$ cat src/design/ttp_pkg.sv
`timescale 1ns / 1ps

package ttp_pkg;

    // widths and limits
    localparam int MAX_CHARS_DEF = 64;
    localparam int FIELD_W       = 31;
    localparam int FRAC_W        = 30;
    localparam int FDIG_W        = 4;
    localparam int COUNT_W       = 7;
    localparam int HOUR_W        = 22;
    localparam int NS_W          = 64;

    localparam logic [HOUR_W-1:0]  HOUR_LIMIT_RESET = 22'd2562047;
    localparam logic [FIELD_W+3:0] FIELD_MAX        = 35'h07FFFFFFF;
    localparam logic [FDIG_W-1:0]  FRAC_DIGITS      = 4'd9;
    localparam logic [FIELD_W-1:0] HOUR_CLOCK       = 31'd12;
    localparam logic [FRAC_W-1:0]  NS_PER_SEC       = 30'd1000000000;

    // character codes
    localparam logic [7:0] CH_0     = 8'h30;
    localparam logic [7:0] CH_9     = 8'h39;
    localparam logic [7:0] CH_COLON = 8'h3A;
    localparam logic [7:0] CH_DOT   = 8'h2E;
    localparam logic [7:0] CH_COMMA = 8'h2C;
    localparam logic [7:0] CH_PLUS  = 8'h2B;
    localparam logic [7:0] CH_MINUS = 8'h2D;
    localparam logic [7:0] CH_A     = 8'h41;
    localparam logic [7:0] CH_P     = 8'h50;
    localparam logic [7:0] CH_M     = 8'h4D;
    localparam logic [7:0] CH_LO_A  = 8'h61;
    localparam logic [7:0] CH_LO_Z  = 8'h7A;
    localparam logic [7:0] CASE_GAP = 8'd32;

    typedef enum logic [3:0] {
        PH_START,
        PH_SIGNED,
        PH_HOUR,
        PH_MIN_FIRST,
        PH_MIN,
        PH_SEC_FIRST,
        PH_SEC,
        PH_FRAC,
        PH_MER,
        PH_DONE
    } t_phase;

    typedef enum logic [1:0] {
        MER_NONE,
        MER_AM,
        MER_PM
    } t_mer;

    typedef struct packed {
        logic [7:0] char_code;
        logic       is_last;
    } t_in_item;

    typedef struct packed {
        logic                   ok;
        logic signed [NS_W-1:0] nanoseconds;
        logic [COUNT_W-1:0]     consumed;
    } t_out_item;

    // parse state after the last character of a string
    typedef struct packed {
        logic               err;
        logic               negative;
        logic [FIELD_W-1:0] first;
        logic [FIELD_W-1:0] second;
        logic [FIELD_W-1:0] third;
        logic               third_present;
        logic [FRAC_W-1:0]  frac_value;
        logic [FDIG_W-1:0]  frac_digits;
        t_mer               meridiem;
        logic [COUNT_W-1:0] count;
    } t_snap;

    // scale factor that brings a fraction with this many digits to nine digits
    function automatic logic [FRAC_W-1:0] frac_scale(input logic [FDIG_W-1:0] digits);
        case (digits)
            4'd0:    frac_scale = 30'd1000000000;
            4'd1:    frac_scale = 30'd100000000;
            4'd2:    frac_scale = 30'd10000000;
            4'd3:    frac_scale = 30'd1000000;
            4'd4:    frac_scale = 30'd100000;
            4'd5:    frac_scale = 30'd10000;
            4'd6:    frac_scale = 30'd1000;
            4'd7:    frac_scale = 30'd100;
            4'd8:    frac_scale = 30'd10;
            default: frac_scale = 30'd1;
        endcase
    endfunction

endpackage

$ cat src/design/ttp_scanner.sv
`timescale 1ns / 1ps

module ttp_scanner #(
    parameter int MAX_CHARS = ttp_pkg::MAX_CHARS_DEF
) (
    input  logic             i_clk,
    input  logic             i_rst_n,
    input  logic             i_take,
    input  ttp_pkg::t_in_item i_item,
    output ttp_pkg::t_snap   o_snap
);
    import ttp_pkg::*;

    localparam int RCV_W = $clog2(MAX_CHARS + 2);

    t_phase             r_phase, n_phase;
    logic               r_negative, n_negative;
    logic [FIELD_W-1:0] r_first, n_first;
    logic [FIELD_W-1:0] r_second, n_second;
    logic [FIELD_W-1:0] r_third, n_third;
    logic               r_third_present, n_third_present;
    logic [FRAC_W-1:0]  r_frac_value, n_frac_value;
    logic [FDIG_W-1:0]  r_frac_digits, n_frac_digits;
    t_mer               r_mer, n_mer;
    logic [COUNT_W-1:0] r_count, n_count;
    logic [RCV_W-1:0]   r_received, n_received;
    logic               r_failed, n_failed;

    logic [7:0]         c;
    logic [7:0]         up;
    logic [3:0]         digit;
    logic               is_dig, is_sign, is_sep, is_colon, is_am, is_pm;
    logic               too_long, run;
    logic [FIELD_W-1:0] field_sel;
    logic [FIELD_W+3:0] push_val;
    logic               push_ovf;
    logic [FRAC_W+3:0]  frac_acc;
    logic [COUNT_W-1:0] cnt_inc, cnt_inc2;

    // character classes
    assign c        = i_item.char_code;
    assign digit    = c[3:0];
    assign is_dig   = c inside {[CH_0:CH_9]};
    assign up       = (c inside {[CH_LO_A:CH_LO_Z]}) ? c - CASE_GAP : c;
    assign is_sign  = (c == CH_PLUS) || (c == CH_MINUS);
    assign is_sep   = (c == CH_DOT) || (c == CH_COMMA);
    assign is_colon = (c == CH_COLON);
    assign is_am    = (up == CH_A);
    assign is_pm    = (up == CH_P);

    // length limit
    assign n_received = (r_received <= RCV_W'(MAX_CHARS)) ? r_received + 1'b1 : r_received;
    assign too_long   = (n_received > RCV_W'(MAX_CHARS));
    assign run        = !r_failed && !too_long;

    // digit push into the field of the current phase, times ten plus digit
    always_comb begin
        case (r_phase)
            PH_MIN_FIRST, PH_MIN: field_sel = r_second;
            PH_SEC_FIRST, PH_SEC: field_sel = r_third;
            default:              field_sel = r_first;
        endcase
    end
    assign push_val = ({4'd0, field_sel} << 3) + ({4'd0, field_sel} << 1) + (FIELD_W+4)'(digit);
    assign push_ovf = (push_val > FIELD_MAX);
    assign frac_acc = ({4'd0, r_frac_value} << 3) + ({4'd0, r_frac_value} << 1)
                      + (FRAC_W+4)'(digit);
    assign cnt_inc  = r_count + 7'd1;
    assign cnt_inc2 = r_count + 7'd2;

    // next phase
    always_comb begin
        n_phase = r_phase;
        if (run) begin
            case (r_phase)
                PH_START, PH_SIGNED, PH_HOUR: begin
                    if (is_sign && r_phase == PH_START) begin
                        n_phase = PH_SIGNED;
                    end else if (is_dig) begin
                        n_phase = PH_HOUR;
                    end else if (is_colon) begin
                        n_phase = PH_MIN_FIRST;
                    end
                end
                PH_MIN_FIRST: begin
                    if (is_dig) begin
                        n_phase = PH_MIN;
                    end
                end
                PH_MIN: begin
                    if (is_dig) begin
                        n_phase = PH_MIN;
                    end else if (is_colon) begin
                        n_phase = PH_SEC_FIRST;
                    end else if (is_sep) begin
                        n_phase = PH_FRAC;
                    end else if (is_am || is_pm) begin
                        n_phase = PH_MER;
                    end else begin
                        n_phase = PH_DONE;
                    end
                end
                PH_SEC_FIRST: begin
                    if (is_dig) begin
                        n_phase = PH_SEC;
                    end
                end
                PH_SEC: begin
                    if (is_dig) begin
                        n_phase = PH_SEC;
                    end else if (is_sep) begin
                        n_phase = PH_FRAC;
                    end else if (is_am || is_pm) begin
                        n_phase = PH_MER;
                    end else begin
                        n_phase = PH_DONE;
                    end
                end
                PH_FRAC: begin
                    if (is_dig) begin
                        n_phase = PH_FRAC;
                    end else if (is_am || is_pm) begin
                        n_phase = PH_MER;
                    end else begin
                        n_phase = PH_DONE;
                    end
                end
                PH_MER:  n_phase = PH_DONE;
                default: n_phase = r_phase;
            endcase
        end
    end

    // field, count and flag updates
    always_comb begin
        n_negative      = r_negative;
        n_first         = r_first;
        n_second        = r_second;
        n_third         = r_third;
        n_third_present = r_third_present;
        n_frac_value    = r_frac_value;
        n_frac_digits   = r_frac_digits;
        n_mer           = r_mer;
        n_count         = r_count;
        n_failed        = r_failed | too_long;
        if (run) begin
            case (r_phase)
                PH_START, PH_SIGNED, PH_HOUR: begin
                    if (is_sign && r_phase == PH_START) begin
                        n_negative = (c == CH_MINUS);
                        n_count    = cnt_inc;
                    end else if (is_dig) begin
                        if (push_ovf) begin
                            n_failed = 1'b1;
                        end else begin
                            n_first = push_val[FIELD_W-1:0];
                            n_count = cnt_inc;
                        end
                    end else if (is_colon) begin
                        n_count = cnt_inc;
                    end else begin
                        n_failed = 1'b1;
                    end
                end
                PH_MIN_FIRST, PH_MIN: begin
                    if (is_dig) begin
                        if (push_ovf) begin
                            n_failed = 1'b1;
                        end else begin
                            n_second = push_val[FIELD_W-1:0];
                            n_count  = cnt_inc;
                        end
                    end else if (r_phase == PH_MIN_FIRST) begin
                        n_failed = 1'b1;
                    end else if (is_colon || is_sep) begin
                        n_count = cnt_inc;
                    end else if (is_am) begin
                        n_mer = MER_AM;
                    end else if (is_pm) begin
                        n_mer = MER_PM;
                    end
                end
                PH_SEC_FIRST, PH_SEC: begin
                    if (is_dig) begin
                        n_third_present = 1'b1;
                        if (push_ovf) begin
                            n_failed = 1'b1;
                        end else begin
                            n_third = push_val[FIELD_W-1:0];
                            n_count = cnt_inc;
                        end
                    end else if (r_phase == PH_SEC_FIRST) begin
                        n_failed = 1'b1;
                    end else if (is_sep) begin
                        n_count = cnt_inc;
                    end else if (is_am) begin
                        n_mer = MER_AM;
                    end else if (is_pm) begin
                        n_mer = MER_PM;
                    end
                end
                PH_FRAC: begin
                    if (is_dig) begin
                        n_count = cnt_inc;
                        // digits past the ninth are consumed but dropped
                        if (r_frac_digits < FRAC_DIGITS) begin
                            n_frac_value  = frac_acc[FRAC_W-1:0];
                            n_frac_digits = r_frac_digits + 1'b1;
                        end
                    end else if (is_am) begin
                        n_mer = MER_AM;
                    end else if (is_pm) begin
                        n_mer = MER_PM;
                    end
                end
                PH_MER: begin
                    if (up == CH_M) begin
                        n_count = cnt_inc2;
                    end else begin
                        n_mer = MER_NONE;
                    end
                end
                default: begin
                    n_count = r_count;
                end
            endcase
        end
    end

    // state after this character, as seen by the finishing pipeline
    always_comb begin
        o_snap.err = n_failed || (n_phase inside {PH_START, PH_SIGNED, PH_HOUR,
                                                  PH_MIN_FIRST, PH_SEC_FIRST});
        o_snap.negative      = n_negative;
        o_snap.first         = n_first;
        o_snap.second        = n_second;
        o_snap.third         = n_third;
        o_snap.third_present = n_third_present;
        o_snap.frac_value    = n_frac_value;
        o_snap.frac_digits   = n_frac_digits;
        // a lone A or P without M is no meridiem
        o_snap.meridiem      = (n_phase == PH_MER) ? MER_NONE : n_mer;
        o_snap.count         = n_count;
    end

    // parse state, cleared after the last character of each string
    always_ff @(posedge i_clk) begin
        if (!i_rst_n || (i_take && i_item.is_last)) begin
            r_phase         <= PH_START;
            r_negative      <= 1'b0;
            r_first         <= '0;
            r_second        <= '0;
            r_third         <= '0;
            r_third_present <= 1'b0;
            r_frac_value    <= '0;
            r_frac_digits   <= '0;
            r_mer           <= MER_NONE;
            r_count         <= '0;
            r_received      <= '0;
            r_failed        <= 1'b0;
        end else if (i_take) begin
            r_phase         <= n_phase;
            r_negative      <= n_negative;
            r_first         <= n_first;
            r_second        <= n_second;
            r_third         <= n_third;
            r_third_present <= n_third_present;
            r_frac_value    <= n_frac_value;
            r_frac_digits   <= n_frac_digits;
            r_mer           <= n_mer;
            r_count         <= n_count;
            r_received      <= n_received;
            r_failed        <= n_failed;
        end
    end

endmodule

$ cat src/design/time_text_parser.sv
`timescale 1ns / 1ps

// channel  | valid       | ready       | payload
// ---------+-------------+-------------+---------------------------------------
// input    | i_in_valid  | o_in_ready  | i_in_data  (char_code, is_last)
// output   | o_out_valid | i_out_ready | o_out_data (ok, nanoseconds, consumed)
// config   | i_cfg_we    | -           | i_cfg_data (hour limit)
//
// one character is taken per cycle while input ready is high; non-final characters
// update the parse state only; the final character launches a result through a
// 5-stage finishing pipeline sized by the split seconds-to-nanoseconds multiply
// reset is synchronous and active low; it clears the parse state and reloads the hour limit
// a stalled output backs up the pipeline stage by stage; input ready drops only
// when the first finishing stage is full and cannot move

module time_text_parser #(
    parameter int MAX_CHARS = ttp_pkg::MAX_CHARS_DEF
) (
    input  logic                        i_clk,
    input  logic                        i_rst_n,
    input  logic                        i_in_valid,
    output logic                        o_in_ready,
    input  ttp_pkg::t_in_item           i_in_data,
    output logic                        o_out_valid,
    input  logic                        i_out_ready,
    output ttp_pkg::t_out_item          o_out_data,
    input  logic                        i_cfg_we,
    input  logic [ttp_pkg::HOUR_W-1:0]  i_cfg_data
);
    import ttp_pkg::*;

    localparam int SECS_W = 38;
    localparam int HALF_W = SECS_W / 2;
    localparam int PROD_W = HALF_W + FRAC_W;
    localparam int SUM_W  = PROD_W + HALF_W + 1;
    localparam int MAG_W  = NS_W - 1;
    localparam logic [SUM_W-1:0] TOTAL_MAX = {{(SUM_W-MAG_W){1'b0}}, {MAG_W{1'b1}}};

    logic [HOUR_W-1:0]  r_hour_limit;

    t_snap              snap;
    logic               in_xfer;
    logic               out_free, p1_free, p2_free, p3_free, p4_free, p5_free;

    logic               r_p1_valid;
    t_snap              r_p1;

    logic               r_p2_valid;
    logic               r_p2_err, r_p2_neg, r_p2_hh;
    logic [HOUR_W-1:0]  r_p2_h, r_p2_first;
    logic [FIELD_W-1:0] r_p2_second, r_p2_third;
    logic [FRAC_W-1:0]  r_p2_frac;
    logic [COUNT_W-1:0] r_p2_count;

    logic               r_p3_valid;
    logic               r_p3_err, r_p3_neg;
    logic [SECS_W-1:0]  r_p3_secs;
    logic [FRAC_W-1:0]  r_p3_frac;
    logic [COUNT_W-1:0] r_p3_count;

    logic               r_p4_valid;
    logic               r_p4_err, r_p4_neg;
    logic [PROD_W-1:0]  r_p4_lo, r_p4_hi;
    logic [FRAC_W-1:0]  r_p4_frac;
    logic [COUNT_W-1:0] r_p4_count;

    logic               r_p5_valid;
    logic               r_p5_err, r_p5_neg;
    logic [MAG_W-1:0]   r_p5_mag;
    logic [COUNT_W-1:0] r_p5_count;

    logic               r_out_valid;
    t_out_item          r_out;

    logic               over_hour, mer_set, mode_hh, mer_err;
    logic [HOUR_W-1:0]  h_base, h_adj;
    logic [2*FRAC_W-1:0] frac_full;
    logic [SECS_W-1:0]  secs;
    logic [SUM_W-1:0]   total;

    // stage flow: a stage may load when empty or when its content moves on
    assign out_free   = !r_out_valid || i_out_ready;
    assign p5_free    = !r_p5_valid || out_free;
    assign p4_free    = !r_p4_valid || p5_free;
    assign p3_free    = !r_p3_valid || p4_free;
    assign p2_free    = !r_p2_valid || p3_free;
    assign p1_free    = !r_p1_valid || p2_free;
    assign o_in_ready = p1_free;
    assign in_xfer    = i_in_valid && o_in_ready;

    // character scanner
    ttp_scanner #(
        .MAX_CHARS (MAX_CHARS)
    ) u_scanner (
        .i_clk   (i_clk),
        .i_rst_n (i_rst_n),
        .i_take  (in_xfer),
        .i_item  (i_in_data),
        .o_snap  (snap)
    );

    // hour limit register
    always_ff @(posedge i_clk) begin
        if (!i_rst_n) begin
            r_hour_limit <= HOUR_LIMIT_RESET;
        end else if (i_cfg_we) begin
            r_hour_limit <= i_cfg_data;
        end
    end

    // stage 1: snapshot of the parse state at the last character
    always_ff @(posedge i_clk) begin
        if (!i_rst_n) begin
            r_p1_valid <= 1'b0;
        end else if (p1_free) begin
            r_p1_valid <= in_xfer && i_in_data.is_last;
        end
    end
    always_ff @(posedge i_clk) begin
        if (p1_free && in_xfer && i_in_data.is_last) begin
            r_p1 <= snap;
        end
    end

    // stage 2: hour limit, meridiem rules, mode and fraction scaling
    assign over_hour = (r_p1.first > {{(FIELD_W-HOUR_W){1'b0}}, r_hour_limit});
    assign mer_set   = (r_p1.meridiem != MER_NONE);
    assign mode_hh   = r_p1.third_present || (r_p1.frac_value == '0);
    assign mer_err   = mer_set && (!mode_hh || (r_p1.first > HOUR_CLOCK));
    assign h_base    = (r_p1.first == HOUR_CLOCK) ? '0 : r_p1.first[HOUR_W-1:0];
    assign h_adj     = !mer_set ? r_p1.first[HOUR_W-1:0] :
                       (r_p1.meridiem == MER_PM) ? h_base + HOUR_W'(HOUR_CLOCK) : h_base;
    assign frac_full = (2*FRAC_W)'(r_p1.frac_value) * (2*FRAC_W)'(frac_scale(r_p1.frac_digits));

    always_ff @(posedge i_clk) begin
        if (!i_rst_n) begin
            r_p2_valid <= 1'b0;
        end else if (p2_free) begin
            r_p2_valid <= r_p1_valid;
        end
    end
    always_ff @(posedge i_clk) begin
        if (p2_free && r_p1_valid) begin
            r_p2_err    <= r_p1.err || over_hour || mer_err;
            r_p2_neg    <= r_p1.negative;
            r_p2_hh     <= mode_hh;
            r_p2_h      <= h_adj;
            r_p2_first  <= r_p1.first[HOUR_W-1:0];
            r_p2_second <= r_p1.second;
            r_p2_third  <= r_p1.third_present ? r_p1.third : '0;
            r_p2_frac   <= frac_full[FRAC_W-1:0];
            r_p2_count  <= r_p1.count;
        end
    end

    // stage 3: whole seconds
    assign secs = r_p2_hh ?
                  SECS_W'(r_p2_h) * SECS_W'(3600) + SECS_W'(r_p2_second) * SECS_W'(60)
                  + SECS_W'(r_p2_third) :
                  SECS_W'(r_p2_first) * SECS_W'(60) + SECS_W'(r_p2_second);

    always_ff @(posedge i_clk) begin
        if (!i_rst_n) begin
            r_p3_valid <= 1'b0;
        end else if (p3_free) begin
            r_p3_valid <= r_p2_valid;
        end
    end
    always_ff @(posedge i_clk) begin
        if (p3_free && r_p2_valid) begin
            r_p3_err   <= r_p2_err;
            r_p3_neg   <= r_p2_neg;
            r_p3_secs  <= secs;
            r_p3_frac  <= r_p2_frac;
            r_p3_count <= r_p2_count;
        end
    end

    // stage 4: seconds to nanoseconds, in two half-width products
    always_ff @(posedge i_clk) begin
        if (!i_rst_n) begin
            r_p4_valid <= 1'b0;
        end else if (p4_free) begin
            r_p4_valid <= r_p3_valid;
        end
    end
    always_ff @(posedge i_clk) begin
        if (p4_free && r_p3_valid) begin
            r_p4_err   <= r_p3_err;
            r_p4_neg   <= r_p3_neg;
            r_p4_lo    <= PROD_W'(r_p3_secs[HALF_W-1:0]) * PROD_W'(NS_PER_SEC);
            r_p4_hi    <= PROD_W'(r_p3_secs[SECS_W-1:HALF_W]) * PROD_W'(NS_PER_SEC);
            r_p4_frac  <= r_p3_frac;
            r_p4_count <= r_p3_count;
        end
    end

    // stage 5: total and overflow check
    assign total = {1'b0, r_p4_hi, {HALF_W{1'b0}}} + SUM_W'(r_p4_lo) + SUM_W'(r_p4_frac);

    always_ff @(posedge i_clk) begin
        if (!i_rst_n) begin
            r_p5_valid <= 1'b0;
        end else if (p5_free) begin
            r_p5_valid <= r_p4_valid;
        end
    end
    always_ff @(posedge i_clk) begin
        if (p5_free && r_p4_valid) begin
            r_p5_err   <= r_p4_err || (total > TOTAL_MAX);
            r_p5_neg   <= r_p4_neg;
            r_p5_mag   <= total[MAG_W-1:0];
            r_p5_count <= r_p4_count;
        end
    end

    // output register: sign applied, zeroed on error
    always_ff @(posedge i_clk) begin
        if (!i_rst_n) begin
            r_out_valid <= 1'b0;
        end else if (out_free) begin
            r_out_valid <= r_p5_valid;
        end
    end
    always_ff @(posedge i_clk) begin
        if (out_free && r_p5_valid) begin
            r_out.ok          <= !r_p5_err;
            r_out.nanoseconds <= r_p5_err ? '0 :
                                 r_p5_neg ? NS_W'(0) - {1'b0, r_p5_mag} : {1'b0, r_p5_mag};
            r_out.consumed    <= r_p5_err ? '0 : r_p5_count;
        end
    end

    assign o_out_valid = r_out_valid;
    assign o_out_data  = r_out;

endmodule

$ cat config.mk
export PLATFORM = sky130hd
export DESIGN_NAME = time_text_parser
export DESIGN_NICKNAME = d
export VERILOG_FILES = /design/src/design/ttp_pkg.sv /design/src/design/ttp_scanner.sv /design/src/design/time_text_parser.sv
export SDC_FILE = /design/constraint.sdc
export NUM_CORES = 2
export LEC_CHECK = 0
export ABC_AREA = 1
export BUFFER_PORTS_ARGS = -buffer_cell sky130_fd_sc_hd__buf_4
export CORE_ASPECT_RATIO = 1.75
export CORE_MARGIN = 4
export CORE_UTILIZATION = 50
export DETAILED_ROUTE_END_ITERATION = 7
export PLACE_DENSITY = 0.76
export SYNTH_ARGS = -nofsm -noshare
export SYNTH_HDL_FRONTEND = slang
export SYNTH_SLANG_ARGS = --single-unit
$ cat constraint.sdc
create_clock -name i_clk -period 8.6 [get_ports i_clk]
set_input_delay 1.72 -clock i_clk [delete_from_list [all_inputs] [get_ports i_clk]]
set_output_delay 1.72 -clock i_clk [all_outputs]
set_load 0.05 [all_outputs]
==> reports/summary.md <==
The class of the tightest hold or removal check is register to register. The tools report the type of destination of the critical path as a register. TritonCTS built the clock tree. The width of the chip was 312 µm; the fraction of final layout cells with drive strength greater than 1 was 3.92%. Maximum ir drop on the vdd rail: 0.537 mV.

Setup repair after global routing left no endpoint under its margin. The largest driver fanout on the critical path is 24. The run finished with clean final reports. In this run the count of I/O pins placed on the die edge is 110.

Slowest library cell on the worst path: edfxtp_1. Measured against its own limit, the worst slew margin works out to 18.2%. The tools report the remaining antenna violation count as 0.

For the switching power total, the log shows 0.0160 W. The number of buffers added on ports is 109, and the share of synthesized registers carrying an async set or reset is 0%. The run gives 0.72 ns as the clock latency reported for the late side of the worst-skew pair. The logs give 0.0561 ns for the largest clock skew in the final design and 0.996 for the last weighted congestion value of the routability-driven placer. The clock tree synthesis step divided the H-tree into 3 levels. The slack of the critical path was 1.09 ns. The chip height was 540 µm. After clock tree synthesis, the clock-pin slew on the worst setup and hold paths is 0.07 ns. Cell internal power was estimated by the tool at 0.0162 W.

By startpoint and endpoint, the worst setup path is classified as register to register. The critical path contains buffers and inverters numbering 5 combined. The die covers 168,000 µm². Cells fill 54.0% of the core in the end.

The first global-routing pass estimated 348 mm of wire. The tools report the clock tree root buffer cell as clkbuf_16. Across the run, the number of max-cap violations was 0. Data on the critical path is required at its endpoint by 9.01 ns. On the critical path the largest part of the delay comes from adder cells. The slew at the pin closest to its max-slew limit was 1.23 ns. The tools report the number of antenna violations at the first check in global routing as 2. The tools report the total of warnings raised by yosys as 0. Synthesis produced a netlist with a net count of 10,833. The power share of the combinational group is 69.7%, and the HPWL after detailed placement is 183 mm. After floorplanning, the core was divided into 194 placement rows. The number of instances in the synthesized netlist is 9,052. In this design, the stage delay of the slowest critical-path cell is 1.03 ns.

The final count of hold timing violations is 0, and the fraction of power consumed by the clock network is 11.8%. No sink is reached through more buffers than the 3 on the longest clock path. For the final max-slew violation count, the log shows 0.

In the final routed layout, each cell accounts on average for 19.8 µm. The total grt overflow was 0; the sequential power share was 18.5%. The most repeated library cell on the critical path is fa_1.

The tools report the post-placement setup slack as 1.09 ns. The first TritonRoute pass finished after 6 iterations. The final route contains 61,561 vias. The number of synthesized register bits is 826.

Relative to the synthesized area, the layout overhead comes to 7.20%. Setup violations remaining at the end of the flow were counted as 0. The number of nets at the end of the flow was 10,863; the quantity of gates resized following cts was 0. The hold-fix buffer count after cts was 0; the CTS buffer count was 80. The area of the placeable core is 160,000 µm², and the fraction of power spent switching nets is 49.8%. The run gives 222 mm as the wire length reported by the detailed router.

Walking the worst path, the cells encountered are nand2_1 > fa_1 > inv_1 > fa_1 > inv_1 > fa_1 > fa_1 > inv_1 > fa_1 > inv_1 > fa_1 > inv_1 > fa_1 > fa_1 > ha_1 > nand2_1 > nor2_1 > nand2_1 > o31ai_1 > xor2_1. Detail-routed via count per cell: 5.49. The logs give 28.2% for the sequential area share after synthesis and 7.92 ns for the arrival time at the worst endpoint.

For this block, the initial DRC count from the detailed router was 3,413. Clock period minus final worst setup slack: 7.51 ns. In this run the cell area of the synthesized design comes to 80,800 µm². The element type at the critical path start is a register. The portion of the clock cycle consumed by the worst path in the final layout came out at 87.3%. The number of synthesized flops with an enable pin is 625, and the remaining routing DRC violations is 0. The tools report the via count of the first global-routing pass as 65,286. The reported leakage power came out at 43.0 nW. The final-layout setup total negative slack came out at 0 ns. The tools report the largest net degree at the start of global routing as 122. The number of sinks handled by clock tree synthesis was 826; the post-CTS repair timing setup buffer count was 0.

The logs give 61 for the count of different cell masters after synthesis and 0.0322 W for the total power after layout. The hold slack is 0.416 ns, and the total power divided by cell area is 372 nW/µm². The starting density of the core was 50.4%; the highest attainable clock frequency was 0.133 GHz.

The run gives 26.4% as the all-layer global routing usage. The synthesized area per cell came out at 8.92 µm². The main flop type after synthesis was edfxtp_1.
-- routing by layer --
metal | GRT usage (%) | up-vias | share of wire [%] | routed length (µm)
met5 | 0 | - | 0 | 0
met4 | 18.1 | 0 | 8.2 | 18200
met3 | 2.84 | 847 | 4.1 | 9170
met2 | 51.6 | 1996 | 55 | 122000
met1 | 25.4 | 29665 | 33 | 72800
li1 | - | 29053 | - | -
-- per-stage QoR --
step | instance area, µm² | std cells
floorplan | 80800 | 9052
global placement | 83800 | 11058
detailed placement | 83800 | 11058
CTS | 86600 | 11207
global route | 86600 | 11209
finish | 86600 | 11209
-- cell usage in the layout, fill, tap and decap left out, types with 54 or more instances in the layout --
cell type	netlist	final
fa_1	857	857
clkbuf_16	0	83
nor3_1	102	102
xnor2_1	144	144
edfxtp_1	625	625
o21ai_0	529	529
xor2_1	237	237
a21oi_1	662	662
nor2_1	450	447
dfxtp_1	201	201
nand4_1	54	54
nand3_1	174	174
inv_1	1943	1941
ha_1	888	888
buf_4	0	159
nand2_1	1537	1535
-- power groups by stage --
stage | logic (W) | registers [W] | clock network, W
after floorplan | 0.0164 | 0.00587 | 0
after global placement | 0.0219 | 0.00602 | 0
after detailed placement | 0.0223 | 0.00603 | 0
after CTS | 0.0225 | 0.00594 | 0.00385
after global routing | 0.0253 | 0.00597 | 0.00401
final | 0.0224 | 0.00595 | 0.00379
-- cell usage after synthesis (3+ instances only) --
cell | count | area (µm²)
buf_6 | 3 | 33.8
a21o_1 | 29 | 218
edfxtp_1 | 625 | 18800
or2_2 | 9 | 56.3
ha_1 | 888 | 11100
o21ai_2 | 17 | 149
a221oi_1 | 6 | 52.6
buf_2 | 11 | 55.1
o21bai_1 | 36 | 270
o22ai_1 | 11 | 68.8
xnor2_1 | 144 | 1260
nand3_1 | 174 | 871
a211oi_1 | 9 | 67.6
nand2_1 | 1537 | 5770
xor2_1 | 237 | 2080
a31o_2 | 4 | 35.0
o21ai_0 | 529 | 2650
nor2_1 | 450 | 1690
dfxtp_1 | 201 | 4020
fa_1 | 857 | 17200
a31oi_1 | 38 | 238
o211ai_1 | 14 | 105
a21boi_0 | 19 | 143
nor3_1 | 102 | 510
nand4_1 | 54 | 338
and3_1 | 12 | 75.1
o2111ai_1 | 6 | 52.6
clkbuf_1 | 184 | 691
clkinv_1 | 3 | 11.3
nand3b_1 | 10 | 75.1
inv_2 | 8 | 30.0
buf_1 | 14 | 52.6
o221ai_1 | 39 | 342
nand2_2 | 14 | 87.6
a21oi_1 | 662 | 3310
inv_1 | 1943 | 7290
o31ai_1 | 14 | 105
nor4_1 | 41 | 257
nor3b_1 | 3 | 22.5
o21ai_1 | 52 | 260
o21a_1 | 17 | 128
-- flip-flops by register name, indices dropped and copies added, names as in the netlist, 31 cells and up, named ones only --
signal and cells:
r_p4_lo 40, r_p1 139, r_p4_hi 40, r_p2_third 31
r_p3_secs 38, o_out_data 72, u_scanner.r_second 31, r_p2_second 31
u_scanner.r_third 31, u_scanner.r_first 31, r_p5_mag 63
-- final timing paths --
kind | cells after the start | slack, ns | from | endpoint
max | 20 | 1.09 | r_p1[18] | r_p2_frac[28]
min | 0 | 0.42 | r_p2_count[4] | r_p3_count[4]
max reg2reg | 20 | 1.09 | r_p1[18] | r_p2_frac[28]
min reg2reg | 0 | 0.42 | r_p2_count[4] | r_p3_count[4]
-- layout make-up --
| class | instances | area (µm²) |
|---|---|---|
| sequential | 826 | 22800 |
| clock buffer | 100 | 2180 |
| fill | 14262 | 73600 |
| tap | 2058 | 2570 |
| clock inverter | 49 | 626 |
| timing repair buffer | 160 | 1210 |
| antenna | 2 | 5.00 |
| inverter | 1954 | 7350 |
| multi-input combinational | 6060 | 49800 |
-- cell families (layout without fill, tap and decap cells) --
group           Yosys count  count (layout)  synth area share, %
fa+ha+maj              1745            1745                 35.0
flops                   826             826                 28.2
simple gates           2419            2419                 12.2
xor+xnor                381             381                 4.13
other cells               0               2                    0
buf+inv                2166            2263                 10.1
compound gates         1515            1515                 10.3
(Power assumes the default switching activity.)
